**config.mk**
```make
export PLATFORM = sky130hd
export DESIGN_NAME = audio_dma_length_queue_top_flat
export DESIGN_NICKNAME = d
export VERILOG_FILES = /design/src/hdl/adlq_pkg.sv /design/src/hdl/adlq_req_if.sv /design/src/hdl/adlq_rsp_if.sv /design/src/hdl/adlq_front.sv /design/src/hdl/adlq_fifo.sv /design/src/hdl/adlq_div.sv /design/src/hdl/adlq_back.sv /design/src/hdl/audio_dma_length_queue_top.sv /design/src/flat_wrapper.sv
export SDC_FILE = /design/constraint.sdc
export NUM_CORES = 2
export LEC_CHECK = 0
export ABC_CLOCK_PERIOD_IN_PS = 10700
export BUFFER_PORTS_ARGS = -buffer_cell sky130_fd_sc_hd__buf_2
export CAP_MARGIN = 20
export CORE_MARGIN = 1.5
export CORE_UTILIZATION = 55
export DETAILED_ROUTE_END_ITERATION = 8
export GPL_TIMING_DRIVEN = 0
export PLACE_DENSITY_LB_ADDON = 0.25
export SKIP_LAST_GASP = 1
export SYNTH_ARGS = -nofsm -noshare
export SYNTH_HDL_FRONTEND = slang
export SYNTH_SLANG_ARGS = --single-unit
```
**constraint.sdc**
```tcl
create_clock -name clk -period 10.7 [get_ports clk]
set_clock_uncertainty 0.2 [all_clocks]
set_input_delay 1.07 -clock clk [delete_from_list [all_inputs] [get_ports clk]]
set_output_delay 1.07 -clock clk [all_outputs]
set_load 0.05 [all_outputs]
```
**src/hdl/adlq_pkg.sv**
```systemverilog
`timescale 1ns / 1ps
// ----------------------------------------------------------------------------
// adlq_pkg
// Shared types and constants of the audio DMA length queue.
// ----------------------------------------------------------------------------
package adlq_pkg;

  localparam int DATA_W    = 32;
  localparam int ADDR_W    = 24;
  localparam int LEN_W     = 18;
  localparam int ACC_W     = 33;
  localparam int DIVISOR_W = 16;

  // Two-entry queue between decode and execute; a power of two.
  localparam int QUEUE_DEPTH = 2;
  localparam int QCNT_W      = $clog2(QUEUE_DEPTH + 1);

  localparam int CYCLES_PER_SAMPLE_DEF = 2929;

  localparam logic [1:0] CMD_READ  = 2'd0;
  localparam logic [1:0] CMD_WRITE = 2'd1;
  localparam logic [1:0] CMD_TICK  = 2'd2;

  localparam logic [2:0] REG_ADDR   = 3'd0;
  localparam logic [2:0] REG_LEN    = 3'd1;
  localparam logic [2:0] REG_STATUS = 3'd3;

  localparam logic [DATA_W-1:0] ADDR_MASK   = 32'h00ff_fff8;
  localparam logic [DATA_W-1:0] LEN_MASK    = 32'h0003_fff8;
  localparam logic [DATA_W-1:0] STAT_FULL   = 32'h8000_0001;
  localparam logic [DATA_W-1:0] STAT_BUSY   = 32'h4000_0000;
  localparam logic [LEN_W:0]    LEN_SPAN    = 19'h4_0000;
  localparam logic [1:0]        QUEUED_FULL = 2'd2;

  typedef enum logic [2:0] {
    OP_NOP,
    OP_RD_LEN,
    OP_RD_STATUS,
    OP_WR_ADDR,
    OP_WR_LEN,
    OP_WR_STATUS,
    OP_TICK
  } op_t;

  typedef struct packed {
    op_t               op;
    logic [DATA_W-1:0] data;
  } entry_t;

  typedef enum logic [1:0] {
    ST_IDLE,
    ST_DIVIDE,
    ST_WALK,
    ST_EMIT
  } state_t;

  typedef struct packed {
    logic             start;
    logic [ACC_W-1:0] dividend;
  } div_req_t;

  typedef struct packed {
    logic                 busy;
    logic                 done;
    logic [ACC_W-1:0]     quotient;
    logic [DIVISOR_W-1:0] remainder;
  } div_rsp_t;

endpackage

```
**src/hdl/adlq_req_if.sv**
```systemverilog
`timescale 1ns / 1ps
// ----------------------------------------------------------------------------
// adlq_req_if
// Request channel: register accesses and elapsed-time ticks.
// ----------------------------------------------------------------------------
interface adlq_req_if;
  logic        valid;
  logic        ready;
  logic [1:0]  cmd;
  logic [2:0]  reg_index;
  logic [31:0] write_data;
  logic [31:0] tick_cycles;

  modport source (output valid, output cmd, output reg_index, output write_data,
                  output tick_cycles, input ready);
  modport sink   (input valid, input cmd, input reg_index, input write_data,
                  input tick_cycles, output ready);
endinterface

```
**src/hdl/adlq_rsp_if.sv**
```systemverilog
`timescale 1ns / 1ps
// ----------------------------------------------------------------------------
// adlq_rsp_if
// Response channel: read data, interrupt level and DMA start.
// ----------------------------------------------------------------------------
interface adlq_rsp_if;
  logic        valid;
  logic        ready;
  logic [31:0] read_data;
  logic        irq;
  logic        dma_start;
  logic [23:0] dma_address;
  logic [17:0] dma_length;

  modport source (output valid, output read_data, output irq, output dma_start,
                  output dma_address, output dma_length, input ready);
  modport sink   (input valid, input read_data, input irq, input dma_start,
                  input dma_address, input dma_length, output ready);
endinterface

```
**src/hdl/adlq_front.sv**
```systemverilog
`timescale 1ns / 1ps
// ----------------------------------------------------------------------------
// adlq_front
// Accepts request items and decodes them into queue entries.
// ----------------------------------------------------------------------------
module adlq_front (
  adlq_req_if.sink          req,
  input  logic              full,
  output logic              push,
  output adlq_pkg::entry_t  entry
);

  assign req.ready = !full;
  assign push      = req.valid && !full;

  always_comb begin
    entry.op   = adlq_pkg::OP_NOP;
    entry.data = '0;
    unique case (req.cmd)
      adlq_pkg::CMD_READ: begin
        if (req.reg_index == adlq_pkg::REG_LEN) begin
          entry.op = adlq_pkg::OP_RD_LEN;
        end else if (req.reg_index == adlq_pkg::REG_STATUS) begin
          entry.op = adlq_pkg::OP_RD_STATUS;
        end
      end
      adlq_pkg::CMD_WRITE: begin
        if (req.reg_index == adlq_pkg::REG_ADDR) begin
          entry.op   = adlq_pkg::OP_WR_ADDR;
          entry.data = req.write_data & adlq_pkg::ADDR_MASK;
        end else if (req.reg_index == adlq_pkg::REG_LEN) begin
          entry.op   = adlq_pkg::OP_WR_LEN;
          entry.data = req.write_data & adlq_pkg::LEN_MASK;
        end else if (req.reg_index == adlq_pkg::REG_STATUS) begin
          entry.op = adlq_pkg::OP_WR_STATUS;
        end
      end
      adlq_pkg::CMD_TICK: begin
        entry.op   = adlq_pkg::OP_TICK;
        entry.data = req.tick_cycles;
      end
      default: begin
        entry.op = adlq_pkg::OP_NOP;
      end
    endcase
  end

endmodule

```
**src/hdl/adlq_fifo.sv**
```systemverilog
`timescale 1ns / 1ps
// ----------------------------------------------------------------------------
// adlq_fifo
// Short queue of decoded entries between decode and execute.
// ----------------------------------------------------------------------------
module adlq_fifo (
  input  logic                          clk,
  input  logic                          rst,
  input  logic                          push,
  input  adlq_pkg::entry_t              push_data,
  output logic                          full,
  input  logic                          pop,
  output logic                          pop_valid,
  output adlq_pkg::entry_t              pop_data,
  output logic [adlq_pkg::QCNT_W-1:0]   count
);

  localparam int PTR_W = (adlq_pkg::QUEUE_DEPTH > 1) ? $clog2(adlq_pkg::QUEUE_DEPTH) : 1;

  adlq_pkg::entry_t  slots [adlq_pkg::QUEUE_DEPTH];
  logic [PTR_W-1:0]  wr_ptr;
  logic [PTR_W-1:0]  rd_ptr;

  assign full      = (count == adlq_pkg::QCNT_W'(adlq_pkg::QUEUE_DEPTH));
  assign pop_valid = (count != '0);
  assign pop_data  = slots[rd_ptr];

  always_ff @(posedge clk) begin
    if (rst) begin
      wr_ptr <= '0;
      rd_ptr <= '0;
      count  <= '0;
    end else begin
      if (push) begin
        wr_ptr <= wr_ptr + PTR_W'(1);
      end
      if (pop && pop_valid) begin
        rd_ptr <= rd_ptr + PTR_W'(1);
      end
      if (push && !(pop && pop_valid)) begin
        count <= count + adlq_pkg::QCNT_W'(1);
      end else if (!push && pop && pop_valid) begin
        count <= count - adlq_pkg::QCNT_W'(1);
      end
    end
  end

  always_ff @(posedge clk) begin
    if (push) begin
      slots[wr_ptr] <= push_data;
    end
  end

endmodule

```
**src/hdl/adlq_div.sv**
```systemverilog
`timescale 1ns / 1ps
// ----------------------------------------------------------------------------
// adlq_div
// Divides by a fixed sample period with a scaled reciprocal: four partial
// products in four steps, then the quotient and remainder in a fifth step.
// ----------------------------------------------------------------------------
module adlq_div #(
  parameter int DIVISOR = adlq_pkg::CYCLES_PER_SAMPLE_DEF
) (
  input  logic                clk,
  input  logic                rst,
  input  adlq_pkg::div_req_t  req,
  output adlq_pkg::div_rsp_t  rsp
);

  localparam int ACC_W  = adlq_pkg::ACC_W;
  localparam int DV_W   = adlq_pkg::DIVISOR_W;
  localparam int XP_W   = (ACC_W + 1) / 2;
  localparam int MP_W   = 18;
  localparam int PP_W   = XP_W + MP_W;
  localparam int PROD_W = 2 * PP_W;
  localparam int MUL_W  = ACC_W + DV_W;
  // floor(x * RECIP / 2^SHIFT) equals floor(x / DIVISOR) for every ACC_W-bit x.
  localparam int SHIFT  = ACC_W + $clog2(DIVISOR);
  localparam logic [63:0] RECIP =
    ((64'd1 << SHIFT) + 64'(DIVISOR) - 64'd1) / 64'(DIVISOR);
  localparam logic [2*MP_W-1:0] RECIP_W   = (2*MP_W)'(RECIP);
  localparam logic [DV_W-1:0]   DIV_VAL   = DV_W'(DIVISOR);
  localparam logic [2:0]        LAST_STEP = 3'd4;

  logic                busy;
  logic                done;
  logic [2:0]          step;
  logic [2*XP_W-1:0]   xr;
  logic [PROD_W-1:0]   prod;
  logic [ACC_W-1:0]    quo;
  logic [DV_W-1:0]     remd;
  logic [XP_W-1:0]     x_part;
  logic [MP_W-1:0]     m_part;
  logic [PP_W-1:0]     partial;
  logic [PROD_W-1:0]   partial_sh;
  logic [ACC_W-1:0]    quo_calc;
  logic [MUL_W-1:0]    back_mul;
  logic [ACC_W-1:0]    rem_full;
  logic                finish;

  // Step 0: low x * low m, 1: low x * high m, 2: high x * low m, 3: high * high.
  assign x_part  = step[1] ? xr[2*XP_W-1:XP_W] : xr[XP_W-1:0];
  assign m_part  = step[0] ? RECIP_W[2*MP_W-1:MP_W] : RECIP_W[MP_W-1:0];
  assign partial = PP_W'(x_part) * PP_W'(m_part);

  always_comb begin
    unique case (step[1:0])
      2'd0:    partial_sh = PROD_W'(partial);
      2'd1:    partial_sh = PROD_W'(partial) << MP_W;
      2'd2:    partial_sh = PROD_W'(partial) << XP_W;
      default: partial_sh = PROD_W'(partial) << PP_W;
    endcase
  end

  assign quo_calc = ACC_W'(prod >> SHIFT);
  assign back_mul = MUL_W'(quo_calc) * MUL_W'(DIV_VAL);
  assign rem_full = xr[ACC_W-1:0] - back_mul[ACC_W-1:0];
  assign finish   = busy && !req.start && (step == LAST_STEP);

  assign rsp.busy      = busy;
  assign rsp.done      = done;
  assign rsp.quotient  = quo;
  assign rsp.remainder = remd;

  always_ff @(posedge clk) begin
    if (rst) begin
      busy <= 1'b0;
      done <= 1'b0;
      step <= '0;
    end else begin
      done <= finish;
      if (req.start) begin
        busy <= 1'b1;
        step <= '0;
      end else if (busy) begin
        step <= step + 3'd1;
        if (step == LAST_STEP) begin
          busy <= 1'b0;
        end
      end
    end
  end

  always_ff @(posedge clk) begin
    if (req.start) begin
      xr   <= (2*XP_W)'(req.dividend);
      prod <= '0;
    end else if (busy) begin
      if (step == LAST_STEP) begin
        quo  <= quo_calc;
        remd <= rem_full[DV_W-1:0];
      end else begin
        prod <= prod + partial_sh;
      end
    end
  end

endmodule

```
**src/hdl/adlq_back.sv**
```systemverilog
`timescale 1ns / 1ps
// ----------------------------------------------------------------------------
// adlq_back
// Executes queued entries: register state, length queue and sample walk.
// ----------------------------------------------------------------------------
module adlq_back (
  input  logic                clk,
  input  logic                rst,
  input  logic                q_valid,
  input  adlq_pkg::entry_t    q_data,
  output logic                q_pop,
  output adlq_pkg::div_req_t  div_req,
  input  adlq_pkg::div_rsp_t  div_rsp,
  adlq_rsp_if.source          rsp
);

  localparam int DATA_W = adlq_pkg::DATA_W;
  localparam int ADDR_W = adlq_pkg::ADDR_W;
  localparam int LEN_W  = adlq_pkg::LEN_W;
  localparam int ACC_W  = adlq_pkg::ACC_W;
  localparam int DV_W   = adlq_pkg::DIVISOR_W;

  adlq_pkg::state_t state;
  adlq_pkg::state_t state_next;

  logic [ACC_W-1:0]  acc;
  logic [LEN_W-1:0]  cur_len;
  logic [LEN_W-1:0]  nxt_len;
  logic [1:0]        queued;
  logic [ADDR_W-1:0] dram_addr;
  logic              irq_pend;
  logic [ACC_W-1:0]  samples;
  logic [DV_W-1:0]   rem;

  logic              out_valid;
  logic [DATA_W-1:0] out_rd;
  logic              out_irq;
  logic              out_start;
  logic [ADDR_W-1:0] out_addr;
  logic [LEN_W-1:0]  out_len;

  logic              out_free;
  logic              tick_go;
  logic              emit_now;
  logic              emit_late;
  logic              walk_done;
  logic [ACC_W-1:0]  acc_sum;
  logic [LEN_W:0]    need;
  logic              short_run;

  logic [DATA_W-1:0] imm_rd;
  logic              imm_irq;
  logic              imm_start;

  assign out_free = !out_valid || rsp.ready;
  assign acc_sum  = acc + ACC_W'(q_data.data);
  // A length of zero stands for a full 2^18-sample buffer.
  assign need      = (cur_len == '0) ? adlq_pkg::LEN_SPAN : {1'b0, cur_len};
  assign short_run = (samples < ACC_W'(need));

  assign rsp.valid       = out_valid;
  assign rsp.read_data   = out_rd;
  assign rsp.irq         = out_irq;
  assign rsp.dma_start   = out_start;
  assign rsp.dma_address = out_addr;
  assign rsp.dma_length  = out_len;

  always_comb begin
    state_next = state;
    unique case (state)
      adlq_pkg::ST_IDLE: begin
        if (tick_go) begin
          state_next = adlq_pkg::ST_DIVIDE;
        end
      end
      adlq_pkg::ST_DIVIDE: begin
        if (div_rsp.done) begin
          state_next = adlq_pkg::ST_WALK;
        end
      end
      adlq_pkg::ST_WALK: begin
        if (walk_done) begin
          state_next = adlq_pkg::ST_EMIT;
        end
      end
      adlq_pkg::ST_EMIT: begin
        if (out_free) begin
          state_next = adlq_pkg::ST_IDLE;
        end
      end
      default: begin
        state_next = adlq_pkg::ST_IDLE;
      end
    endcase
  end

  always_comb begin
    q_pop            = (state == adlq_pkg::ST_IDLE) && q_valid && out_free;
    tick_go          = q_pop && (q_data.op == adlq_pkg::OP_TICK) && (queued != '0);
    emit_now         = q_pop && !tick_go;
    emit_late        = (state == adlq_pkg::ST_EMIT) && out_free;
    walk_done        = (state == adlq_pkg::ST_WALK) && ((samples == '0) || (queued == '0));
    div_req.start    = tick_go;
    div_req.dividend = acc_sum;

    imm_rd    = '0;
    imm_irq   = irq_pend;
    imm_start = 1'b0;
    unique case (q_data.op)
      adlq_pkg::OP_RD_LEN: begin
        imm_rd = DATA_W'(cur_len);
      end
      adlq_pkg::OP_RD_STATUS: begin
        if (queued == adlq_pkg::QUEUED_FULL) begin
          imm_rd = imm_rd | adlq_pkg::STAT_FULL;
        end
        if (queued != '0) begin
          imm_rd = imm_rd | adlq_pkg::STAT_BUSY;
        end
      end
      adlq_pkg::OP_WR_LEN: begin
        imm_start = (queued != adlq_pkg::QUEUED_FULL);
      end
      adlq_pkg::OP_WR_STATUS: begin
        imm_irq = 1'b0;
      end
      default: begin
        imm_rd = '0;
      end
    endcase
  end

  always_ff @(posedge clk) begin
    if (rst) begin
      state     <= adlq_pkg::ST_IDLE;
      acc       <= '0;
      cur_len   <= '0;
      nxt_len   <= '0;
      queued    <= '0;
      dram_addr <= '0;
      irq_pend  <= 1'b0;
      out_valid <= 1'b0;
    end else begin
      state <= state_next;

      if (emit_now || emit_late) begin
        out_valid <= 1'b1;
      end else if (rsp.ready) begin
        out_valid <= 1'b0;
      end

      if (q_pop) begin
        unique case (q_data.op)
          adlq_pkg::OP_WR_ADDR: begin
            dram_addr <= q_data.data[ADDR_W-1:0];
          end
          adlq_pkg::OP_WR_LEN: begin
            if (queued != adlq_pkg::QUEUED_FULL) begin
              if (queued == '0) begin
                cur_len <= q_data.data[LEN_W-1:0];
              end else begin
                nxt_len <= q_data.data[LEN_W-1:0];
              end
              queued <= queued + 2'd1;
            end
          end
          adlq_pkg::OP_WR_STATUS: begin
            irq_pend <= 1'b0;
          end
          adlq_pkg::OP_TICK: begin
            if (queued != '0) begin
              acc <= acc_sum;
            end
          end
          default: begin
            irq_pend <= irq_pend;
          end
        endcase
      end

      if (walk_done) begin
        acc <= (queued != '0) ? ACC_W'(rem) : '0;
      end else if (state == adlq_pkg::ST_WALK) begin
        if (!short_run) begin
          // Current buffer ends: promote the next one or go empty.
          queued <= queued - 2'd1;
          if (queued != 2'd1) begin
            irq_pend <= 1'b1;
            cur_len  <= nxt_len;
          end else begin
            cur_len <= '0;
          end
        end else begin
          cur_len <= cur_len - samples[LEN_W-1:0];
        end
      end
    end
  end

  always_ff @(posedge clk) begin
    if ((state == adlq_pkg::ST_DIVIDE) && div_rsp.done) begin
      samples <= div_rsp.quotient;
      rem     <= div_rsp.remainder;
    end else if ((state == adlq_pkg::ST_WALK) && !walk_done) begin
      samples <= short_run ? '0 : (samples - ACC_W'(need));
    end

    if (emit_now) begin
      out_rd    <= imm_rd;
      out_irq   <= imm_irq;
      out_start <= imm_start;
      out_addr  <= imm_start ? dram_addr : '0;
      out_len   <= imm_start ? q_data.data[LEN_W-1:0] : '0;
    end else if (emit_late) begin
      out_rd    <= '0;
      out_irq   <= irq_pend;
      out_start <= 1'b0;
      out_addr  <= '0;
      out_len   <= '0;
    end
  end

endmodule

```
**src/hdl/audio_dma_length_queue_top.sv**
```systemverilog
`timescale 1ns / 1ps
// ----------------------------------------------------------------------------
// audio_dma_length_queue_top
// Audio DMA register block with a two-entry buffer length queue.
// ----------------------------------------------------------------------------
// Channels: req carries one item per register read, register write or tick;
// rsp returns exactly one item per request: read data, interrupt level and,
// for an accepted length write, a DMA start with address and length.
// A decode stage fills a two-entry queue; the execute stage drains it.
// Reads, writes and ticks with nothing queued pass through the queue and the
// output register and sustain one item per cycle while the receiver is ready.
// A tick with a buffer queued divides the cycle accumulator by the sample
// period with a reciprocal multiply (four partial products and a remainder
// step), then walks at most two buffer ends, one per cycle.
// While the receiver stalls, the finished response waits in the output
// register and the queue keeps taking requests until it is full.
// Reset (synchronous, active high) empties the queue, clears all lengths,
// the latched address, the accumulator and the interrupt.
// ----------------------------------------------------------------------------
module audio_dma_length_queue_top #(
  parameter int CYCLES_PER_SAMPLE = adlq_pkg::CYCLES_PER_SAMPLE_DEF
) (
  input  logic        clk,
  input  logic        rst,
  adlq_req_if.sink    req,
  adlq_rsp_if.source  rsp
);

  logic                          q_push;
  adlq_pkg::entry_t              q_in;
  logic                          q_full;
  logic                          q_pop;
  logic                          q_valid;
  adlq_pkg::entry_t              q_out;
  logic [adlq_pkg::QCNT_W-1:0]   q_count;
  adlq_pkg::div_req_t            div_req;
  adlq_pkg::div_rsp_t            div_rsp;

  adlq_front u_front (
    .req   (req),
    .full  (q_full),
    .push  (q_push),
    .entry (q_in)
  );

  adlq_fifo u_fifo (
    .clk       (clk),
    .rst       (rst),
    .push      (q_push),
    .push_data (q_in),
    .full      (q_full),
    .pop       (q_pop),
    .pop_valid (q_valid),
    .pop_data  (q_out),
    .count     (q_count)
  );

  adlq_div #(
    .DIVISOR (CYCLES_PER_SAMPLE)
  ) u_div (
    .clk (clk),
    .rst (rst),
    .req (div_req),
    .rsp (div_rsp)
  );

  adlq_back u_back (
    .clk     (clk),
    .rst     (rst),
    .q_valid (q_valid),
    .q_data  (q_out),
    .q_pop   (q_pop),
    .div_req (div_req),
    .div_rsp (div_rsp),
    .rsp     (rsp)
  );

  a_queue_bound: assert property (@(posedge clk) disable iff (rst)
    q_count <= adlq_pkg::QCNT_W'(adlq_pkg::QUEUE_DEPTH))
    else $error("length queue count beyond depth");

  a_div_start_idle: assert property (@(posedge clk) disable iff (rst)
    div_req.start |-> !div_rsp.busy)
    else $error("divider restarted while busy");

  a_start_aligned: assert property (@(posedge clk) disable iff (rst)
    rsp.valid && rsp.dma_start |-> (rsp.dma_length[2:0] == 3'd0) &&
                                   (rsp.dma_address[2:0] == 3'd0))
    else $error("DMA start with unaligned address or length");

  a_no_start_zero: assert property (@(posedge clk) disable iff (rst)
    rsp.valid && !rsp.dma_start |-> (rsp.dma_length == '0) && (rsp.dma_address == '0))
    else $error("DMA fields set without a start");

  a_read_bits: assert property (@(posedge clk) disable iff (rst)
    rsp.valid |-> (rsp.read_data[29:18] == '0))
    else $error("read data outside length and status bits");

endmodule

```
**src/flat_wrapper.sv**
```systemverilog
// flat-port wrapper written by rule: the top's interface ports become plain ports
module audio_dma_length_queue_top_flat 
#(
  parameter int CYCLES_PER_SAMPLE = adlq_pkg::CYCLES_PER_SAMPLE_DEF
)
  (clk, rst, req_valid, req_cmd, req_reg_index, req_write_data, req_tick_cycles, req_ready, rsp_valid, rsp_read_data, rsp_irq, rsp_dma_start, rsp_dma_address, rsp_dma_length, rsp_ready);
  adlq_req_if req_i ();
  adlq_rsp_if rsp_i ();
  input  logic clk;
  input  logic rst;
  input wire logic [$bits(req_i.valid)-1:0] req_valid;
  input wire logic [$bits(req_i.cmd)-1:0] req_cmd;
  input wire logic [$bits(req_i.reg_index)-1:0] req_reg_index;
  input wire logic [$bits(req_i.write_data)-1:0] req_write_data;
  input wire logic [$bits(req_i.tick_cycles)-1:0] req_tick_cycles;
  output wire logic [$bits(req_i.ready)-1:0] req_ready;
  output wire logic [$bits(rsp_i.valid)-1:0] rsp_valid;
  output wire logic [$bits(rsp_i.read_data)-1:0] rsp_read_data;
  output wire logic [$bits(rsp_i.irq)-1:0] rsp_irq;
  output wire logic [$bits(rsp_i.dma_start)-1:0] rsp_dma_start;
  output wire logic [$bits(rsp_i.dma_address)-1:0] rsp_dma_address;
  output wire logic [$bits(rsp_i.dma_length)-1:0] rsp_dma_length;
  input wire logic [$bits(rsp_i.ready)-1:0] rsp_ready;
  assign req_i.valid = req_valid;
  assign req_i.cmd = req_cmd;
  assign req_i.reg_index = req_reg_index;
  assign req_i.write_data = req_write_data;
  assign req_i.tick_cycles = req_tick_cycles;
  assign req_ready = req_i.ready;
  assign rsp_valid = rsp_i.valid;
  assign rsp_read_data = rsp_i.read_data;
  assign rsp_irq = rsp_i.irq;
  assign rsp_dma_start = rsp_i.dma_start;
  assign rsp_dma_address = rsp_i.dma_address;
  assign rsp_dma_length = rsp_i.dma_length;
  assign rsp_i.ready = rsp_ready;
  audio_dma_length_queue_top #(.CYCLES_PER_SAMPLE(CYCLES_PER_SAMPLE)) u_core (.clk(clk), .rst(rst), .req(req_i), .rsp(rsp_i));
endmodule
```
=== Word-level counts from Yosys, hierarchy flattened ===
Memories as Yosys holds them, arrays and structs flattened. A register that Yosys moved wholly into a read port is not among the register bits.
Index checks and enable logic that the tools add are counted.

* RAM bits: 70
* Flip-flop bits (word level): 377
* Output and inout bits: 78
* Memories kept: 1
* Word-level logic and storage cells: 189
* Input port bits: 73

* $mul: 2
* Multiplexer cells: 72
* Bitwise logic cells: 3
* Order comparisons: 1
* Reductions and logical operators: 48
* $add $sub $neg: 12
* Equal/unequal tests: 24

{| class="wikitable"
|+ Memories
! name !! depth !! bits a word !! read ports !! clocked after memory_dff !! wr ports !! RTL line !! RTL
|-
| u_core.u_fifo.slots || 2 || 35 || 1 || 1 || 1 || adlq_fifo.sv:20 || <nowiki>adlq_pkg::entry_t slots [adlq_pkg::QUEUE_DEPTH];</nowiki>
|}

{| class="wikitable"
|+ Operators by type and width
! kind !! count
|-
| $mux 18 || 13
|-
| $pmux 70 s3 || 1
|-
| $mux 33 || 6
|-
| $pmux 32 s2 || 2
|-
| $mux 32 || 3
|-
| $mux 24 || 3
|-
| $add 70x70->70 || 1
|-
| $mul 17x18->35 || 1
|-
| $mux 35 || 1
|-
| $add 33x32->33 || 1
|-
| $logic_not 33->1 || 1
|-
| $lt 33x19->1 || 1
|-
| $sub 33x19->33 || 1
|-
| $mux 31 || 1
|-
| $mux 2 || 14
|-
| $mul 25x12->16 const B || 1
|-
| $mux 25 || 1
|-
| $mux 1 || 20
|-
| $mux 19 || 1
|-
| $logic_not 18->1 || 1
|-
| $reduce_bool 2->1 || 9
|-
| $sub 18x18->18 || 1
|-
| $mux 17 || 1
|-
| $logic_and 1x1->1 || 16
|-
| other kinds (25) || 61
|}

=== Logic depth before layout (Yosys ltp) ===
* Depth in word-level cells: 9
* Depth in mapped cells: 40
* Gate-level depth less buffers: 38

=== Hierarchy ===
Synthesis repeated with hierarchy kept, for this count alone.

* Cells, all modules: 3897
* Area, all modules: 36226.0 um2

{| class="wikitable"
|+ By module, submodules not included
! module !! area an instance (um2) !! instances !! cells an instance
|-
| adlq_div || 20104.3 || 1 || 2282
|-
| adlq_back || 12659.6 || 1 || 1406
|-
| adlq_fifo || 2907.8 || 1 || 134
|-
| adlq_front || 554.3 || 1 || 75
|}

=== Least setup slack after synthesis ===
OpenSTA, ideal clock, no wires.

* Kind: register to register
* Start: register u_core.u_div.step[1]
* End: register u_core.u_div.prod[61]
* Setup slack: 0.627 ns
* Cell stages (with the launch flop): 38
* Required time: 10.383 ns
* Path buffers: 2
* Arrival time: 9.755 ns
* Cell sequence: dfxtp_1 -> clkbuf_1 -> clkbuf_1 -> o21ai_0 -> nand2_1 -> inv_1 -> fa_1 -> inv_1 -> fa_1 -> inv_1 -> fa_1 -> fa_1 -> fa_1 -> inv_1 -> fa_1 -> inv_1 -> ha_1 -> and3_1 -> [2 not listed] -> o31ai_1 -> a21oi_1 -> a31o_2 -> a21oi_1 -> xnor2_1 -> a221oi_1 -> nor2_1 -> ha_1 -> nand4_1 -> nor4_1 -> a22oi_1 -> a2111oi_2 -> o21ai_1 -> a211oi_2 -> o21ai_2 -> a21o_1 -> a21o_1 -> a32o_1

* Longest elaborated chain between the ends: 4

{| class="wikitable"
|+ RTL lines
! what !! RTL line !! RTL
|-
| from (decl) || adlq_div.sv:33 || <nowiki>logic [2:0] step;</nowiki>
|-
| from (signal assigned) || adlq_div.sv:82 || <nowiki>step <= step + 3'd1;</nowiki>
|-
| $mux 17 || adlq_div.sv:48 || <nowiki>assign x_part = step[1] ? xr[2*XP_W-1:XP_W] : xr[XP_W-1:0];</nowiki>
|-
| $mul 17x18->35 || adlq_div.sv:50 || <nowiki>assign partial = PP_W'(x_part) * PP_W'(m_part);</nowiki>
|-
| $pmux 70 s3 || adlq_div.sv:53 || <nowiki>unique case (step[1:0])</nowiki>
|-
| $add 70x70->70 || adlq_div.sv:99 || <nowiki>prod <= prod + partial_sh;</nowiki>
|-
| to (signal assigned) || adlq_div.sv:99 ||
|-
| to (decl) || adlq_div.sv:35 || <nowiki>logic [PROD_W-1:0] prod;</nowiki>
|}

Several ways; a longest one is shown, not always the timed one.
A chain may end at the register's enable or synchronous reset.

=== Worst setup path after layout ===
* Start: register u_core.u_div.step[1]
* End: register u_core.u_div.prod[64]

The elaborated chain is that of the path after synthesis.

==> results_dict.tcl <==
set metrics [dict create \
    wirelength_mm 97.3 \
    top_layer "met4" \
    crit_family "adder cells" \
    worst-path-stages 35 \
    fillers 5293 \
    die_h_um 256 \
    synth_edf_count 257 \
    gp_congestion 0.977 \
    powerDensity_mw_per_mm2 333 \
    grt_pass1_wl_mm 153 \
    seq_area_mm2 0.0113 \
    via_per_inst 5.81 \
    cts-buffers-inserted 46 \
    cts_sinks 436 \
    finalInstanceArea_mm2 0.0396 \
    arrival_ns 10.71 \
    start_kind "flip-flop" \
    std_cell_rows 92 \
    htree_levels 2 \
    hold_path_depth 0 \
    yosysSeqAreaShare_pct 32.0 \
    total_power_w 0.0132 \
    chipWidth_um 256 \
    cts_buffer_depth 3 \
    max_cap_violations 0 \
    path_buf_inv 6 \
    dp.cells 4775 \
    synth_warnings 0 \
    netlist_area_mm2 0.0353 \
    whs_ns 0.211 \
    antenna_found_initial 1 \
    final_cells 4902 \
    syn_inst 3783 \
    r2r_cells 35 \
    p_leak_nw 17.3 \
    finalNetCount 4657 \
    cts.clk_slew.worst_paths_ns 0.06 \
    required_ns 10.98 \
    layout_common_cells "461 x inv_1, 353 x ha_1, 336 x nand2_1" \
    ys.flop_type "edfxtp_1" \
    cts_hold_buffers 0 \
    area_growth_pct 12.2 \
    wl_met3_mm 8.31 \
    cp_slowest_cell "fa_2" \
    ant_nets 0 \
    crit-reg2reg-launch "u_core.u_div.step[1]" \
    hold_viol 0 \
    ir_worst_vdd_v 0.000568 \
    post-route-min-period_ns 10.44 \
    overflow 0 \
    ioPinCount 151 \
    place_area_mm2 0.0372 \
    syn_area_per_cell_um2 9.32 \
    crit_fanout 10 \
    cp-startpoint "u_core.u_div.step[1]" \
    end_kind "flip-flop" \
    slowest_delay_ns 0.68 \
    finalCritPeriodShare_pct 97.5 \
    status "complete, no violations" \
    crit_top_cell "a21o_1" \
    grt_max_degree 36 \
    worst_slew_pin_slew_ns 1.17 \
    dieArea_mm2 0.0657 \
    num_vias 28500 \
    coreArea_mm2 0.0632 \
    drc 0 \
    drive_above_1_share_pct 10.7 \
    dpl.hpwl_mm 76.2 \
    final_core_util_pct 62.6 \
    crit_type "flip-flop to flip-flop" \
    wl_met1_mm 41.2 \
    setup_viol 0 \
    port_buffers 126 \
    yosysUniqueCellTypes 89 \
    grt_usage_pct 29.6 \
    grt_pass1_vias 27900 \
    ctsRootBufferMaster "clkbuf_16" \
    multiInputGateArea_mm2 0.0220 \
    worst_hold_path_type "flip-flop to flip-flop" \
    dr.first_iter.drc_count 2631 \
    wl_per_cell_um 19.8 \
    cts_tree "done" \
    start_util_pct 55.8 \
    drt_pass1_iterations 6 \
    slew_headroom_pct 19.5 \
    fmax_mhz 95.8 \
    hold_start "u_core.u_div.remd[13]" \
    final_common_cell "inv_1" \
    async_flop_share_pct 0 \
    synth_seq_cells 436 \
    slew_violations 0 \
    worstSkewPairLatency_ns 0.61 \
    routed-wl-met2_mm 44.0 \
]
-- power breakdown --
group | switching, W | internal (W)
Sequential | 0.000163 | 0.00229
Combinational | 0.00551 | 0.00359
Clock | 0.000701 | 0.000903
Total | 0.00638 | 0.00679
-- repair_timing --
action / 4_1_cts / 5_1_grt
gates cloned: 0 / 0
setup endpoints to repair: 48 / 33
buffers inserted: 7 / 31
pin swaps: 5 / 23
gates resized for setup: 42 / 67
-- state kept, by name, indices dropped and copies added (netlist names), 3 cells and up, named ones only --
signal                         cells
u_core.u_div.prod                 70
u_core.u_div.quo                  25
u_core.u_back.dram_addr           24
u_core.u_back.rsp.dma_length      18
u_core.u_back.acc                 33
u_core.u_div.step                  3
u_core.u_back.rsp.dma_address     24
u_core.u_back.cur_len             18
u_core.u_back.rem                 16
u_core.u_back.rsp.read_data       20
u_core.u_back.nxt_len             18
u_core.u_div.xr                   33
u_core.u_fifo.slots               70
u_core.u_back.samples             33
u_core.u_div.remd                 16
-- final timing paths --
| check | to | slack, ns |
|---|---|---|
| worst max-delay path | u_core.u_div.prod[64] | 0.26 |
| worst min-delay path | u_core.u_back.rem[13] | 0.21 |
| worst max register to register | u_core.u_div.prod[64] | 0.26 |
| worst min register to register | u_core.u_back.rem[13] | 0.21 |
-- cell usage after synthesis (7+ instances only) --
cell      count  share of area (%)
nor3b_1      19               0.40
a21boi_0     13               0.28
or3_1        19               0.34
a221o_1      10               0.28
and3_1       51               0.90
or2_2         7               0.12
a211oi_1     71                1.5
nor3_1       45               0.64
nand2_1     340                3.6
o21ai_1      18               0.26
buf_1        18               0.19
nand2b_1     38               0.67
a222oi_1      8               0.23
edfxtp_1    257                 22
and2_1       79                1.4
o21bai_1     33               0.70
o21a_1       23               0.49
nand3_1      45               0.64
nor2b_1      51               0.90
ha_1        358                 13
nor4_1       20               0.35
a21oi_1     271                3.8
buf_4        15               0.32
a21o_1       72                1.5
buf_2        22               0.31
xnor2_1     134                3.3
o31ai_1      22               0.47
a22oi_1      35               0.74
nor2_1      256                2.7
o21ai_0     144                2.0
fa_1        208                 12
a221oi_1     11               0.27
nand4_1      34               0.60
a31oi_1      33               0.59
xor2_1       63                1.6
clkbuf_1    106                1.1
mux2i_1      39                1.1
dfxtp_1     179                 10
inv_1       469                5.0
o211ai_1     26               0.55
mux2_2       14               0.45
a211o_1       8               0.20
-- cell type report --
type | count | share of cell area [%]
antenna | 1 | 0.00633
clock buffer | 62 | 3.26
inverter | 470 | 4.52
clock inverter | 23 | 0.538
sequential | 436 | 28.6
timing repair buffer | 176 | 2.84
buffer | 164 | 1.94
tap | 846 | 2.68
multi-input combinational | 2724 | 55.6
-- per-layer routing --
metal	GRT usage (%)	up-vias
li1	-	13600
met1	40.1	13700
met2	47.0	1007
met3	6.18	214
met4	10.1	0
met5	0	-
-- kinds of logic (layout without fill, tap and decap cells) --
family / count (synthesis) / after routing / synth area share [%]
buffers and inverters: 634 / 895 / 7.01
XOR/XNOR: 198 / 198 / 4.94
other: 1 / 13 / 0.0106
flip-flops: 436 / 436 / 32.0
AND/OR/NAND/NOR: 1022 / 1022 / 13.8
AO/OA/AOI/OAI: 873 / 873 / 16.1
multiplexers: 53 / 53 / 1.55
adder cells (fa/ha/maj): 566 / 566 / 24.5
-- metrics by stage --
stage	setup WS, ns	setup TNS [ns]
floorplan	0.627	0
global placement	-2.00	-61.16
detailed placement	-1.77	-48.08
CTS	0.0130	0
global route	-0.133	-0.614
finish	0.264	0
(Power assumes the default switching activity.)
